$ cat config.mk
export PLATFORM = sky130hd
export DESIGN_NAME = pbid_front
export DESIGN_NICKNAME = d
export VERILOG_FILES = /design/src/sv/pbid_pkg.sv /design/src/sv/pbid_front.sv
export SDC_FILE = /design/constraint.sdc
export NUM_CORES = 1
export LEC_CHECK = 0
export BUFFER_PORTS_ARGS = -buffer_cell sky130_fd_sc_hd__buf_4
export CORE_MARGIN = 8
export CORE_UTILIZATION = 41
export DETAILED_ROUTE_END_ITERATION = 10
export GPL_ROUTABILITY_DRIVEN = 1
export HOLD_SLACK_MARGIN = 0.12
export PLACE_DENSITY = 0.82
export SYNTH_ARGS = -nofsm -noshare
export SYNTH_HDL_FRONTEND = slang
export SYNTH_SLANG_ARGS = --single-unit
$ cat constraint.sdc
create_clock -name clk -period 4.69 [get_ports clk]
set_input_delay 0.938 -clock clk [delete_from_list [all_inputs] [get_ports clk]]
set_output_delay 0.938 -clock clk [all_outputs]
set_load 0.03 [all_outputs]
$ cat src/sv/pbid_pkg.sv
// shared types and constants of the packet buffer id table
package pbid_pkg;

	localparam logic [1:0] KIND_SAVE     = 2'd0;
	localparam logic [1:0] KIND_RETRIEVE = 2'd1;
	localparam logic [1:0] KIND_DISCARD  = 2'd2;

	localparam logic [1:0] STATUS_OK      = 2'd0;
	localparam logic [1:0] STATUS_NO_SLOT = 2'd1;
	localparam logic [1:0] STATUS_UNKNOWN = 2'd2;
	localparam logic [1:0] STATUS_EMPTY   = 2'd3;

	localparam logic [15:0] HOLD_RESET = 16'd5000;

	typedef struct packed {
		logic [1:0]  kind;
		logic [31:0] buffer_id;
		logic [15:0] port_in;
		logic [39:0] now_ms;
	} req_t;

	typedef struct packed {
		logic [1:0]  status;
		logic [31:0] id_out;
		logic        has_packet;
		logic [15:0] port_out;
		logic [8:0]  occupied;
	} rsp_t;

	// classified request as it waits for the slot engine
	typedef struct packed {
		logic [1:0]  kind;
		logic [31:0] buffer_id;
		logic [15:0] port_in;
		logic [39:0] now_ms;
		logic [39:0] expiry;
	} cmd_t;

endpackage

$ cat src/sv/pbid_front.sv
// request intake: save slot pointer, hold time register and expiry sum
module pbid_front #(
	parameter int SLOT_BITS = 8
) (
	input  logic            clk,
	input  logic            arst_n,
	input  logic            cfg_we,
	input  logic [15:0]     cfg_wdata,
	input  logic            req_valid,
	output logic            req_stall,
	input  pbid_pkg::req_t  req,
	input  logic            q_full,
	input  logic            busy_clear,
	output logic            q_push,
	output pbid_pkg::cmd_t  q_data
);

	logic [SLOT_BITS-1:0] next_slot_q;
	logic [15:0]          hold_q;
	logic [40:0]          exp_sum;
	logic                 is_save;

	assign req_stall = q_full || busy_clear;
	assign q_push    = req_valid && !req_stall;
	assign is_save   = (req.kind == pbid_pkg::KIND_SAVE);

	// expiry saturates at the top of the time range
	assign exp_sum = {1'b0, req.now_ms} + 41'(hold_q);

	always_comb begin
		q_data.kind      = req.kind;
		q_data.buffer_id = is_save ? 32'(next_slot_q) : req.buffer_id;
		q_data.port_in   = req.port_in;
		q_data.now_ms    = req.now_ms;
		q_data.expiry    = exp_sum[40] ? '1 : exp_sum[39:0];
	end

	always_ff @(posedge clk or negedge arst_n) begin
		if (!arst_n) begin
			next_slot_q <= '0;
			hold_q      <= pbid_pkg::HOLD_RESET;
		end else begin
			if (cfg_we) begin
				hold_q <= cfg_wdata;
			end
			if (q_push && is_save) begin
				next_slot_q <= next_slot_q + 1'b1;
			end
		end
	end

endmodule

==> results.toml <==
[hold_path]
hold_class = "reg -> reg"

[route]
viasPerCell = 5.312
dr.pass1.iters = 4
wire_per_inst_um = 18.12
post-route-drc-count = 0
drtAntennaViolNets = 0
drt_iter0_markers = 139
dr_total_vias = 3458
routed_wl_um = 11800

[power]
comb_power_share_pct = 63.5
p_leak_nw = 2.254
intPower_mw = 0.6607
p_per_area_nw_per_um2 = 263.7
p_sw_share_pct = 44.85
power.switching_mw = 0.5372
vdd_drop_max_v = 0.0001757
p_clk_share_pct = 14.8
pwr-share-seq_pct = 21.7

[logic_synthesis]
yosys.area_share.simple_pct = 24.38
synth_edf_count = 0
synth_top_family_by_area = "simple AND/OR/NAND/NOR gates"
syn_area_um2 = 3202
synth_compound_area_share_pct = 14.58
synth_xor_xnor_area_share_pct = 8.206
synthAdderAreaFrac_pct = 7.268
ys.flop_type = "dfrtp_1"
ys_seq_area_share_pct = 18.95
yosys_warnings = 0
synthMuxAreaShare_pct = 9.848
ys_seq_elements = 24
synth_fp_nets = 528
syn_inst = 398
ys_async_sr_fraction_pct = 100.0
ys_types = 50
avgSynthCellArea_um2 = 8.045

[global_route]
grt_use_total_pct = 20.15
antenna_found_initial = 0
grt_pass1_vias = 3650
overflow = 0
grt_max_degree = 25
grt_pass1_wl_um = 18470

[timing]
fin_worst_skew_ns = 0.0005348
worstMarginPinSlew_ns = 0.8160
finalSetupViolCount = 0
fin_setup_tns_ns = 0
rsz0062_at_grt = "no"
slew_viol_final = 0
relSlewSlack_pct = 45.10
period_minus_slack_ns = 4.536
max_freq_mhz = 220.5
min_period_over_period_pct = 96.71
hold_viol_final = 0

[floorplan]
dieArea_um2 = 10890
io_pins = 244
core_um2 = 7647
row_count = 32
die_y_um = 104.4
start_util_pct = 41.87
fp.dieW_um = 104.4

[clock_tree]
ctsResizeCount = 0
cts_setup_buffers = 0
ctsLongestPathBuffers = 2
hold_buffers = 0
htree_num_levels = 1
cts-root-buf = "clkbuf_8"
cts.sinks = 24
insertion_delay_ns = 0.26
cts_tree = "yes"
numCtsBuffers = 3
clkSlewWorstSetupHoldPaths_ns = 0.08

[worst_setup_path]
cp.arrival_ns = 3.60
r2r_slack_ns = 3.60
path_buf_inv = 3
cpPeakStageDelay_ns = 0.43
worst_ep_required_time_ns = 3.75
cp_max_fo = 8
cpMaxStageDelayCell = "fa_1"
cpMostUsedCell = "buf_4"
cp_cell_sequence = "buf_4, ha_1, fa_1, a211o_1, a211o_1, a211oi_4, or4_1, buf_4, or2b_1, buf_4"
end_kind = "primary output"
crit_family = "compound AO/OA/AOI/OAI gates"
crit_path_start_kind = "primary input"
crit_type = "in -> out"

[placed_design]
numPortBuffers = 211
gp_congestion = 0.8686
hpwlAfterDp_um = 10340
place_area_um2 = 4466

[finish]
n_antenna_cell = 0
design.final.nets = 680
nFillCells = 701
layout-drive-gt1-share_pct = 48.09
stdcell_area_um2 = 4543
areaGrowthSynthToFinish_pct = 41.89

[status]
status = "finished, final reports clean"

[job]
maxCapViolCount = 0
## final timing paths
check / from / endpoint / cells after the start
max: req[0] / q_data[1] / 10
min: next_slot_q[7] / next_slot_q[7] / 1
max reg2reg: next_slot_q[0] / next_slot_q[1] / 2
min reg2reg: next_slot_q[7] / next_slot_q[7] / 1
max in group asynchronous: arst_n / hold_q[12] / 1
min in group asynchronous: arst_n / next_slot_q[7] / 1
## cell families (layout without fill, tap and decap cells)
| kind of cell | after synthesis | count (layout) |
|---|---|---|
| compound gates | 72 | 72 |
| mux | 28 | 28 |
| fa+ha+maj | 18 | 18 |
| simple gates | 148 | 148 |
| flops | 24 | 24 |
| buf+inv | 78 | 229 |
| xor+xnor | 30 | 30 |
## cell type report
cell class | instances | area [um^2] | share of cell area [%]
clock buffers | 3 | 41.29 | 0.9088
clock inverters | 1 | 30.03 | 0.6610
inverters | 5 | 18.77 | 0.4131
multi-input cells | 296 | 2067 | 45.50
flip-flops and latches | 24 | 606.8 | 13.36
well taps | 102 | 127.6 | 2.809
repair buffers | 220 | 1652 | 36.35
## power groups by stage
stage                     combinational, mW  sequential (mW)  clock [mW]
final                                 0.761            0.259       0.178
after global routing                  0.813            0.263       0.193
after CTS                             0.765            0.260       0.184
after detailed placement              0.763            0.263           0
after global placement                0.754            0.261           0
after floorplan                       0.510            0.256           0
## stage by stage
stage	setup slack, ns	hold slack [ns]	utilization [%]	power, mW	instances
after floorplan	0.3020	0.4395	-	0.7660	398
after global placement	0.2147	0.4668	58.39	1.015	647
after detailed placement	0.1624	0.4708	58.39	1.026	647
after CTS	0.1563	0.4867	59.33	1.209	651
after global routing	0.01615	0.5102	59.41	1.269	651
final	0.1542	0.4889	59.41	1.198	651
## flip-flops by register name, indices dropped and copies added, names as in the netlist
name / flops
next_slot_q: 8
hold_q: 16
## per-layer routing
layer  wire length (um)  vias up  track usage (%)
li1                   -     1661                -
met1               4229     1587            19.71
met2               6000      200            37.39
met3               1422       10            9.170
met4                146        0            4.964
met5                  0        -                0
## placed cells by master (no fill, tap or decap), types with 8 or more instances in the layout
cell       n
nor2b_1   26
a21oi_1   20
xnor2_1   20
nand4_1   17
xor2_1    10
dfrtp_1   19
ha_1      17
o21ai_0   12
nand2_1   47
a31oi_1   16
and3_1     8
nor2_1    16
buf_4    220
mux2_2    26
## Yosys cell counts (3+ instances only)
cell      count  area [um^2]
a31oi_1      16        100.1
o21a_1        4        30.03
inv_1         5        18.77
nand3_1       6        30.03
nor2b_1      26        162.7
xor2_1       10        87.58
o21ai_0      12        60.06
a21oi_1      20        100.1
nand4_1      17        106.4
nor4_1        3        18.77
dfrtp_1      19        475.5
nand2_1      47        176.4
buf_6         3        33.78
o211ai_1      3        22.52
buf_4        58        435.4
dfstp_2       5        131.4
a21o_1        6        45.04
clkbuf_1      9        33.78
and2_1        3        18.77
nor2_1       17        63.81
ha_1         17        212.7
buf_2         3        15.01
xnor2_1      20        175.2
and3_1        8        50.05
and4_1        3        26.28
mux2_2       26        292.8
nor3_1        4        20.02
(Power assumes the default switching activity.)
