<file path="config.mk">
export PLATFORM = sky130hd
export DESIGN_NAME = pbid_queue
export DESIGN_NICKNAME = d
export VERILOG_FILES = /design/src/sv/pbid_pkg.sv /design/src/sv/pbid_queue.sv
export SDC_FILE = /design/constraint.sdc
export NUM_CORES = 1
export LEC_CHECK = 0
export BUFFER_PORTS_ARGS = -buffer_cell sky130_fd_sc_hd__buf_2
export CORE_MARGIN = 4
export CORE_UTILIZATION = 45
export DETAILED_ROUTE_END_ITERATION = 6
export MAX_ROUTING_LAYER = met4
export PLACE_DENSITY = 0.7
export REMOVE_ABC_BUFFERS = 1
export SYNTH_ARGS = -nofsm -noshare
export SYNTH_HDL_FRONTEND = slang
export SYNTH_SLANG_ARGS = --single-unit
</file>
<file path="constraint.sdc">
create_clock -name clk -period 19.2 [get_ports clk]
set_input_delay 1.92 -clock clk [delete_from_list [all_inputs] [get_ports clk]]
set_output_delay 1.92 -clock clk [all_outputs]
set_load 0.05 [all_outputs]
</file>
<file path="src/sv/pbid_pkg.sv">
// shared types and constants of the packet buffer id table
package pbid_pkg;

	localparam logic [1:0] KIND_SAVE     = 2'd0;
	localparam logic [1:0] KIND_RETRIEVE = 2'd1;
	localparam logic [1:0] KIND_DISCARD  = 2'd2;

	localparam logic [1:0] STATUS_OK      = 2'd0;
	localparam logic [1:0] STATUS_NO_SLOT = 2'd1;
	localparam logic [1:0] STATUS_UNKNOWN = 2'd2;
	localparam logic [1:0] STATUS_EMPTY   = 2'd3;

	localparam logic [15:0] HOLD_RESET = 16'd5000;

	typedef struct packed {
		logic [1:0]  kind;
		logic [31:0] buffer_id;
		logic [15:0] port_in;
		logic [39:0] now_ms;
	} req_t;

	typedef struct packed {
		logic [1:0]  status;
		logic [31:0] id_out;
		logic        has_packet;
		logic [15:0] port_out;
		logic [8:0]  occupied;
	} rsp_t;

	// classified request as it waits for the slot engine
	typedef struct packed {
		logic [1:0]  kind;
		logic [31:0] buffer_id;
		logic [15:0] port_in;
		logic [39:0] now_ms;
		logic [39:0] expiry;
	} cmd_t;

endpackage

</file>
<file path="src/sv/pbid_queue.sv">
// two-entry request queue between intake and slot engine
module pbid_queue (
	input  logic            clk,
	input  logic            arst_n,
	input  logic            push,
	input  pbid_pkg::cmd_t  push_data,
	output logic            full,
	input  logic            pop,
	output pbid_pkg::cmd_t  pop_data,
	output logic            empty
);

	pbid_pkg::cmd_t entry_q [2];
	logic           wr_ptr_q;
	logic           rd_ptr_q;
	logic [1:0]     count_q;

	assign full     = (count_q == 2'd2);
	assign empty    = (count_q == 2'd0);
	assign pop_data = entry_q[rd_ptr_q];

	always_ff @(posedge clk) begin
		if (push) begin
			entry_q[wr_ptr_q] <= push_data;
		end
	end

	always_ff @(posedge clk or negedge arst_n) begin
		if (!arst_n) begin
			wr_ptr_q <= 1'b0;
			rd_ptr_q <= 1'b0;
			count_q  <= 2'd0;
		end else begin
			if (push) begin
				wr_ptr_q <= !wr_ptr_q;
			end
			if (pop) begin
				rd_ptr_q <= !rd_ptr_q;
			end
			if (push && !pop) begin
				count_q <= count_q + 2'd1;
			end else if (pop && !push) begin
				count_q <= count_q - 2'd1;
			end
		end
	end

endmodule

</file>
==> results of run 1 <==
==> critical path, cell delays in order (launching register included) <==
cell,delay [ps]
dfrtp_4,650
buf_4,830
buf_4,830
mux2_2,430
buf_2,210
==> layout by cell type (no fill, tap or decap) <==
master	instances
clkinv_2	2
edfxtp_1	260
diode_2	3
xor2_1	4
buf_2	265
dfrtp_4	1
inv_1	1
nor2b_1	1
bufinv_16	1
clkinv_1	7
ha_1	1
nor2b_4	1
clkbuf_16	27
xnor2_1	1
nor2_1	2
mux2_2	40
and2_4	1
dfrtp_1	3
clkbuf_1	11
mux2_4	90
buf_4	5
==> kinds of logic (layout without fill, tap and decap cells) <==
logic type / Yosys count / after routing / share of synthesized area, %
adders and majority gates: 1 / 1 / 0.126
muxes: 130 / 130 / 18.1
xor gates and xnor gates: 5 / 5 / 0.440
and+or+nand+nor: 5 / 5 / 0.264
buffers and inverters: 16 / 319 / 1.52
other: 0 / 3 / 0
DFF: 264 / 264 / 79.5
==> power groups by stage <==
stage | sequential [mW] | clock [mW] | combinational [mW]
after global placement | 0.811 | 0 | 0.904
after CTS | 0.807 | 0.478 | 0.916
after detailed placement | 0.818 | 0 | 0.913
after floorplan | 0.866 | 0 | 0.736
final | 0.805 | 0.461 | 0.904
after global routing | 0.815 | 0.504 | 0.941
==> cell type report <==
class / count / area (um2) / share of cell area, %
Sequential cell: 264 / 7910 / 64.2
Multi-Input combinational cell: 141 / 1890 / 15.4
Timing Repair Buffer: 270 / 1360 / 11.1
Clock buffer: 38 / 717 / 5.82
Tap cell: 280 / 350 / 2.84
Clock inverter: 10 / 66.3 / 0.539
Antenna cell: 3 / 7.51 / 0.0610
Inverter: 1 / 3.75 / 0.0305
==> worst max path at each step <==
stage / from / to
after floorplan: push / entry_q[0][0]
after global placement: rd_ptr_q / pop_data[7]
after detailed placement: rd_ptr_q / pop_data[117]
after CTS: rd_ptr_q / pop_data[117]
after global routing: rd_ptr_q / pop_data[117]
final: rd_ptr_q / pop_data[117]
==> layer usage <==
metal / vias up / routed length (um)
met1: 2401 / 7300
met2: 186 / 9390
met4: 0 / 337
met5: - / 0
li1: 2249 / -
met3: 28 / 1580
==> sequential cells by signal (all words and copies together), names as in the netlist <==
register  flops
count_q       2
entry_q     260
rd_ptr_q      1
wr_ptr_q      1
==> stage by stage <==
step | hold slack [ps] | instance area (um2) | std cells
after floorplan | 455 | 9800 | 406
after global placement | 476 | 11500 | 956
after detailed placement | 475 | 11500 | 956
after CTS | 492 | 12300 | 1004
after global routing | 525 | 12300 | 1007
final | 496 | 12300 | 1007
==> impl_metrics.py, run 1 <==
metrics = {
    "run_status": {
        "status": "completed",
    },
    "grt": {
        "grt_pass1_vias": 5270,
        "use_met2_pct": 24.3,
        "grt_max_degree": 81,
        "antenna_found_initial": 3,
        "grt_pass1_wl_mm": 27.7,
        "track_usage_pct": 14.7,
        "top_usage_layer": "met2",
        "grtUsageMet1_pct": 18.1,
        "grt_use_met3_pct": 4.04,
        "grt_overflow": 0,
    },
    "worst_hold_path": {
        "whs_path_depth": 1,
        "hold_path.class": "reg -> reg",
        "min_to": "count_q[1]",
        "hp-start": "count_q[1]",
    },
    "placed_design": {
        "place_ws_ps": 14200,
        "port_buffers": 265,
        "gp_congestion": 0.779,
        "dp_hpwl_mm": 12.7,
    },
    "synth": {
        "synth_area_leaders": "edfxtp_1, mux2_4, mux2_2",
        "synth_area_leader_cell": "edfxtp_1",
        "yosysWarnings": 0,
        "synth.distinct_cells": 14,
        "ys_ff_latch": 264,
        "netlist_instances": 421,
        "synth-main-ff-cell": "edfxtp_1",
        "yosys.cell_count.top_type": "edfxtp_1",
        "synth_common_cells": "edfxtp_1, mux2_4, mux2_2, buf_6",
        "ys_seq_area_share_pct": 79.5,
        "netlist_area_um2": 9940,
        "synth_edf_count": 260,
        "avgSynthCellArea_um2": 23.6,
        "ys_async_sr_fraction_pct": 1.52,
        "synth_top_area_share_pct": 78.5,
    },
    "setup_path": {
        "crit_path_end_kind": "output port",
        "worstPathArrival_ps": 3590,
        "cp_max_fo": 59,
        "cp-start-kind": "flip-flop",
        "ff2ff_path_depth": 2,
        "cp.required_ps": 17280,
        "critPathKind": "reg -> out",
        "reg2reg_to": "entry_q[1][38]",
        "r2r_slack_ps": 16750,
        "worstReg2RegStart": "wr_ptr_q",
    },
    "finish": {
        "drive_gt1_share_pct": 59.8,
        "nFillCells": 1719,
        "syn2layout_area_growth_pct": 23.8,
        "final_nets": 839,
        "final_core_util_pct": 56.6,
    },
    "clock_tree": {
        "clk-insertion-delay-late_ps": 510,
        "cts_sinks": 264,
        "cts_root_buffer": "clkbuf_16",
        "cts_made_buffers": 26,
        "cts_tree": "built",
        "clkTransAtPathRegs_ps": 60,
        "ctsHoldBuffers": 0,
        "clock_path_buffers": 3,
        "post_cts_buffers": 0,
        "cts_resized": 0,
        "h-tree-depth": 1,
    },
    "floorplan": {
        "fp.dieW_um": 157,
        "start_util_pct": 45.7,
        "design.die.area_um2": 24500,
        "std_cell_rows": 54,
        "die_y_um": 157,
        "core_area_um2": 21800,
        "ioPinCount": 266,
    },
    "pwr": {
        "p_seq_share_pct": 37.1,
        "p_int_mw": 1.31,
        "ir_drop_mv": 0.0996,
        "report.power.total_mw": 2.17,
        "powerDensity_nw_per_um2": 176,
        "pwr-share-clk_pct": 21.2,
        "p_leak_nw": 4.88,
        "power_frac_comb_pct": 41.7,
        "p_sw_share_pct": 39.6,
        "p_sw_mw": 0.859,
    },
    "routing": {
        "drt_iter0_markers": 244,
        "wl_per_cell_um": 18.5,
        "ant_nets": 0,
        "vias_per_cell": 4.83,
        "drcViolationCount": 0,
        "wl_mm": 18.6,
        "drtPass1Iterations": 4,
        "num_vias": 4864,
    },
    "sta": {
        "hold_viol": 0,
        "fin_crit_sh_pct": 28.7,
        "report.final.slew_viol_count": 0,
        "slew_headroom_pct": 26.8,
        "fmax_mhz": 181,
        "worst_slack_ps": 13690,
        "fin_skew_ps": 9.63,
        "rsz0062_at_grt": "no",
        "tightest_slew_ps": 1100,
        "setup_viol": 0,
        "finalCriticalPeriod_ps": 5510,
        "tns_ps": 0,
    },
    "flow_run": {
        "maxCapViolCount": 0,
    },
}
No activity file was read; power rests on OpenSTA's default activity.
==> run 2: changes to the inputs <==
==> constraint.sdc (replaced) <==
create_clock -name clk -period 5.3 [get_ports clk]
set_input_delay 0.53 -clock clk [delete_from_list [all_inputs] [get_ports clk]]
set_output_delay 0.53 -clock clk [all_outputs]
set_load 0.05 [all_outputs]
==> run 2 against run 1 <==
Net effect:
- first-iteration DRC count is 19% lower
- combinational power grew to 3.6 times the previous value
- sequential power grew to 3.7 times the previous value
- via count is 1.6% higher
- global-route usage is 0.31 points higher
==> impl_metrics.py, run 2 (synthesis gave the netlist of run 1 again) <==
metrics = {
    "pwr": {
        "pwr-share-clk_pct": 21.8,
        "ir_drop_mv": 0.383,
        "power_frac_comb_pct": 40.8,
        "report.power.total_mw": 7.92,
        "p_sw_mw": 3.13,
        "p_leak_nw": 4.92,
        "powerDensity_nw_per_um2": 640,
        "p_int_mw": 4.79,
        "p_seq_share_pct": 37.4,
        "p_sw_share_pct": 39.5,
    },
    "floorplan": {
        "design.die.area_um2": 24500,
        "fp.dieW_um": 157,
        "die_y_um": 157,
        "start_util_pct": 45.7,
        "std_cell_rows": 54,
        "core_area_um2": 21800,
        "ioPinCount": 266,
    },
    "setup_path": {
        "r2r_slack_ps": 3060,
        "worstPathArrival_ps": 2670,
        "critPathKind": "reg -> out",
        "slowest_stage": "dfrtp_4",
        "cp-start-kind": "flip-flop",
        "cp_max_fo": 45,
        "worstReg2RegStart": "wr_ptr_q",
        "cp.required_ps": 4770,
        "crit_path_end_kind": "output port",
        "slowest_delay_ps": 950,
        "reg2reg_to": "entry_q[0][67]",
        "ff2ff_path_depth": 2,
        "crit_path_end": "pop_data[116]",
        "startpoint": "rd_ptr_q",
        "crit_chain": "buf_4, mux2_2, buf_2",
    },
    "finish": {
        "final_cell_mix": "buf_2, edfxtp_1, mux2_4, mux2_2, clkbuf_16",
        "final_common_cell": "buf_2",
        "nFillCells": 1691,
        "largest_reg_flops": 260,
        "regMostFlops": "entry_q",
        "reg_top3": "entry_q (260), count_q (2)",
        "syn2layout_area_growth_pct": 24.4,
        "multi_input_area_um2": 1890,
        "drive_gt1_share_pct": 60.3,
        "ff_latch_area_um2": 7910,
        "stdcell_area_um2": 12400,
        "final_nets": 841,
    },
    "routing": {
        "drcViolationCount": 0,
        "vias_per_cell": 4.90,
        "wl_mm": 18.5,
        "wl_per_cell_um": 18.3,
        "drt_iter0_markers": 198,
        "num_vias": 4944,
        "ant_nets": 0,
        "drtPass1Iterations": 4,
    },
    "sta": {
        "hold_viol": 0,
        "rsz0062_at_grt": "no",
        "report.final.slew_viol_count": 0,
        "slew_headroom_pct": 40.6,
        "fin_crit_sh_pct": 60.3,
        "tightest_slew_ps": 892,
        "fin_skew_ps": 11.0,
        "setup_viol": 0,
        "fmax_mhz": 313,
        "finalCriticalPeriod_ps": 3200,
        "hold_slack_ps": 201,
    },
    "grt": {
        "grt_pass1_wl_mm": 28.0,
        "antenna_found_initial": 3,
        "track_usage_pct": 15.0,
        "grt_overflow": 0,
        "grt_max_degree": 64,
        "grt_pass1_vias": 5218,
    },
    "clock_tree": {
        "clkTransAtPathRegs_ps": 60,
        "cts_root_buffer": "clkbuf_16",
        "clock_path_buffers": 3,
        "cts_sinks": 264,
        "clk-insertion-delay-late_ps": 520,
        "cts_resized": 0,
        "cts_made_buffers": 26,
        "h-tree-depth": 1,
        "cts_tree": "built",
    },
    "placed_design": {
        "port_buffers": 265,
        "dp_hpwl_mm": 12.7,
        "place_area_um2": 11500,
        "gp_congestion": 0.752,
    },
    "worst_hold_path": {
        "hold_path.class": "in -> reg",
    },
    "run_status": {
        "status": "completed",
    },
    "flow_run": {
        "maxCapViolCount": 0,
    },
}
## run 2: cell count changes in the layout (fill, tap and decap cells not counted)
cell           previous run  this run
buf_12                    0         1
clkbuf_1                 11         5
clkinv_1                  7         9
dlygate4sd3_1             0         1
bufinv_16                 1         2
clkinv_2                  2         5
## run 2: layer usage
layer  global-route usage (%)  routed length, um
met5                        -                  0
met4                     4.88                468
met3                     4.12               1780
met1                     18.6               7180
met2                     24.1               9030
## run 2: worst max-delay path: cells and delay by family (launching register included)
kind	cells	cell delay, ps
muxes	1	390
DFF	1	950
buffers and inverters	2	740
## run 2: stage by stage
stage	cells	util (%)	setup slack, ps	TNS, ps
finish	1009	56.9	2100	0
global route	1009	56.9	1950	0
CTS	1006	56.8	2050	0
detailed placement	957	53.1	2610	0
global placement	957	53.1	2670	0
floorplan	406	-	-1500	-201640
## run 2: worst min path at each step
| stage | start | end | cells after the start |
|---|---|---|---|
| after CTS | push_data[69] | entry_q[1][69] | 1 |
| final | push_data[61] | entry_q[1][61] | 1 |
| after detailed placement | arst_n | count_q[1] | 1 |
| after floorplan | arst_n | count_q[0] | 0 |
| after global placement | arst_n | count_q[1] | 1 |
| after global routing | push_data[93] | entry_q[0][93] | 1 |
## run 2: cell type report
cell class                      count  share of cell area, %
Antenna cell                        3                 0.0607
Clock buffer                       32                   5.61
Clock inverter                     16                  0.961
Inverter                            1                 0.0303
Multi-Input combinational cell    141                   15.3
Sequential cell                   264                   63.9
Tap cell                          280                   2.83
Timing Repair Buffer              272                   11.3
## run 2: power by group through the flow
stage | Clock, mW | Combinational, mW | Sequential [mW]
after global placement | 0 | 3.23 | 2.99
final | 1.73 | 3.23 | 2.96
after global routing | 1.88 | 3.37 | 3.01
after CTS | 1.79 | 3.27 | 2.97
after detailed placement | 0 | 3.27 | 3.02
after floorplan | 0 | 2.67 | 3.14
## run 2: repair_timing
item,in CTS,in global routing
setup buffers,0,0
hold buffers,1,0
endpoints found under the hold margin,4,0
==> run 3: changes to the inputs <==
==> constraint.sdc (replaced) <==
create_clock -name clk -period 3.3 [get_ports clk]
set_input_delay 0.33 -clock clk [delete_from_list [all_inputs] [get_ports clk]]
set_output_delay 0.33 -clock clk [all_outputs]
set_load 0.05 [all_outputs]
==> run 3 against run 2 <==
Net effect:
- clock-buffer cell count increased by 4
- via count increased by 11%
- hold slack got worse by 160 ps
- critical path depth unchanged
- sequential cell count unchanged
- routed wire length increased by 14%
- clock skew decreased by 3.6 ps
- non-clock buffer count increased by 132
- largest cell class unchanged
- core utilization increased by 6.6 points
- first-iteration DRC count increased by 50%
- largest power group unchanged
- critical path type unchanged
==> impl_metrics.py, run 3 (synthesis gave the netlist of run 1 again) <==
metrics = {
    "run_status": {
        "status": "completed",
    },
    "routing": {
        "ant_nets": 0,
        "drtPass1Iterations": 4,
        "num_vias": 5506,
        "wl_per_cell_um": 18.5,
        "vias_per_cell": 4.83,
        "drcViolationCount": 0,
        "drt_iter0_markers": 297,
        "wl_mm": 21.1,
    },
    "pwr": {
        "pwr-share-clk_pct": 23.0,
        "p_seq_share_pct": 35.6,
        "p_sw_mw": 5.18,
        "ir_drop_mv": 0.550,
        "power_frac_comb_pct": 41.4,
        "p_int_mw": 8.01,
        "p_sw_share_pct": 39.3,
        "p_leak_nw": 5.51,
        "powerDensity_nw_per_um2": 956,
    },
    "clock_tree": {
        "cts_tree": "built",
        "post_cts_buffers": 0,
        "clk-insertion-delay-late_ps": 520,
        "cts_root_buffer": "clkbuf_16",
        "cts_resized": 0,
        "cts_sinks": 264,
        "ctsHoldBuffers": 131,
        "h-tree-depth": 1,
        "clkTransAtPathRegs_ps": 60,
        "cts_made_buffers": 28,
        "clock_path_buffers": 3,
    },
    "finish": {
        "largest_reg_flops": 260,
        "regMostFlops": "entry_q",
        "final_cell_mix": "buf_2, edfxtp_1, dlygate4sd3_1, mux2_4, mux2_2",
        "syn2layout_area_growth_pct": 38.8,
        "stdcell_area_um2": 13800,
        "nFillCells": 1523,
        "drive_gt1_share_pct": 51.4,
        "final_core_util_pct": 63.4,
        "final_nets": 975,
        "reg_top3": "entry_q (260), count_q (2)",
        "final_common_cell": "buf_2",
    },
    "setup_path": {
        "cp.required_ps": 2970,
        "cp-start-kind": "flip-flop",
        "worstReg2RegStart": "wr_ptr_q",
        "startpoint": "rd_ptr_q",
        "reg2reg_to": "entry_q[1][4]",
        "cp_max_fo": 59,
        "crit_path_end": "pop_data[122]",
        "ff2ff_path_depth": 2,
        "slowest_stage": "dfrtp_4",
        "r2r_slack_ps": 1480,
        "slowest_delay_ps": 720,
        "worstPathArrival_ps": 2360,
        "crit_chain": "buf_12, mux2_2, buf_2",
        "critPathKind": "reg -> out",
        "crit_path_end_kind": "output port",
    },
    "grt": {
        "grt_pass1_vias": 5979,
        "grt_pass1_wl_mm": 31.7,
        "grt_max_degree": 69,
        "antenna_found_initial": 2,
        "grt_overflow": 0,
        "track_usage_pct": 17.0,
    },
    "placed_design": {
        "port_buffers": 265,
        "place_ws_ps": 1170,
        "dp_hpwl_mm": 12.9,
        "gp_congestion": 0.765,
        "place_area_um2": 11600,
    },
    "floorplan": {
        "start_util_pct": 45.7,
        "core_area_um2": 21800,
        "design.die.area_um2": 24500,
        "die_y_um": 157,
        "std_cell_rows": 54,
        "fp.dieW_um": 157,
        "ioPinCount": 266,
    },
    "sta": {
        "tightest_slew_ps": 914,
        "hold_viol": 0,
        "report.final.slew_viol_count": 0,
        "fin_skew_ps": 7.42,
        "finalCriticalPeriod_ps": 2690,
        "fin_crit_sh_pct": 81.5,
        "fmax_mhz": 372,
        "slew_headroom_pct": 39.0,
        "rsz0062_at_grt": "no",
        "setup_viol": 0,
        "worst_slack_ps": 611,
        "hold_slack_ps": 40.2,
    },
    "worst_hold_path": {
        "hold_path.class": "in -> reg",
        "hp-start": "pop",
    },
    "flow_run": {
        "maxCapViolCount": 0,
    },
}
run 3: how the worst min path moves through the flow:
stage / endpoint / slack (ps) / depth (start not counted)
finish: rd_ptr_q / 40 / 2
global route: rd_ptr_q / 20 / 2
CTS: rd_ptr_q / 0.3 / 2
detailed placement: count_q[1] / 160 / 1
global placement: count_q[1] / 150 / 1
floorplan: count_q[0] / 30 / 0
run 3: worst max-delay path: cells and delay by family, from the launching register on:
kind	cells	cell delay (ps)
flops	1	720
mux	1	400
buf+inv	2	620
run 3: cell type report:
cell class | instances | area, um2 | share of cell area (%)
Clock inverter | 12 | 136 | 0.988
Multi-Input combinational cell | 141 | 1890 | 13.7
Sequential cell | 264 | 7910 | 57.3
Inverter | 1 | 3.75 | 0.0272
Clock buffer | 36 | 752 | 5.45
Timing Repair Buffer | 404 | 2750 | 19.9
Antenna cell | 2 | 5.00 | 0.0363
Tap cell | 280 | 350 | 2.54
run 3: power groups by stage:
| stage | registers [mW] | clock network [mW] | logic (mW) |
|---|---|---|---|
| floorplan | 4.99 | 0 | 3.85 |
| global placement | 4.73 | 0 | 5.31 |
| detailed placement | 4.78 | 0 | 5.36 |
| CTS | 4.71 | 3.10 | 5.51 |
| global route | 4.76 | 3.28 | 5.68 |
| finish | 4.70 | 3.03 | 5.46 |
run 3: through the flow:
step                setup TNS [ps]  instances  power, mW
floorplan                  -766950        406       8.84
global placement                 0        959       10.0
detailed placement               0        959       10.1
CTS                              0       1138       13.3
global route                     0       1140       13.7
finish                           0       1140       13.2
run 3: layer usage:
metal	wire (um)	vias up	track usage, %	share of wire (%)
li1	-	2514	-	-
met1	8310	2734	20.5	39
met2	10700	208	28.8	51
met3	1390	50	3.51	6.6
met4	671	0	5.58	3.2
met5	0	-	-	0
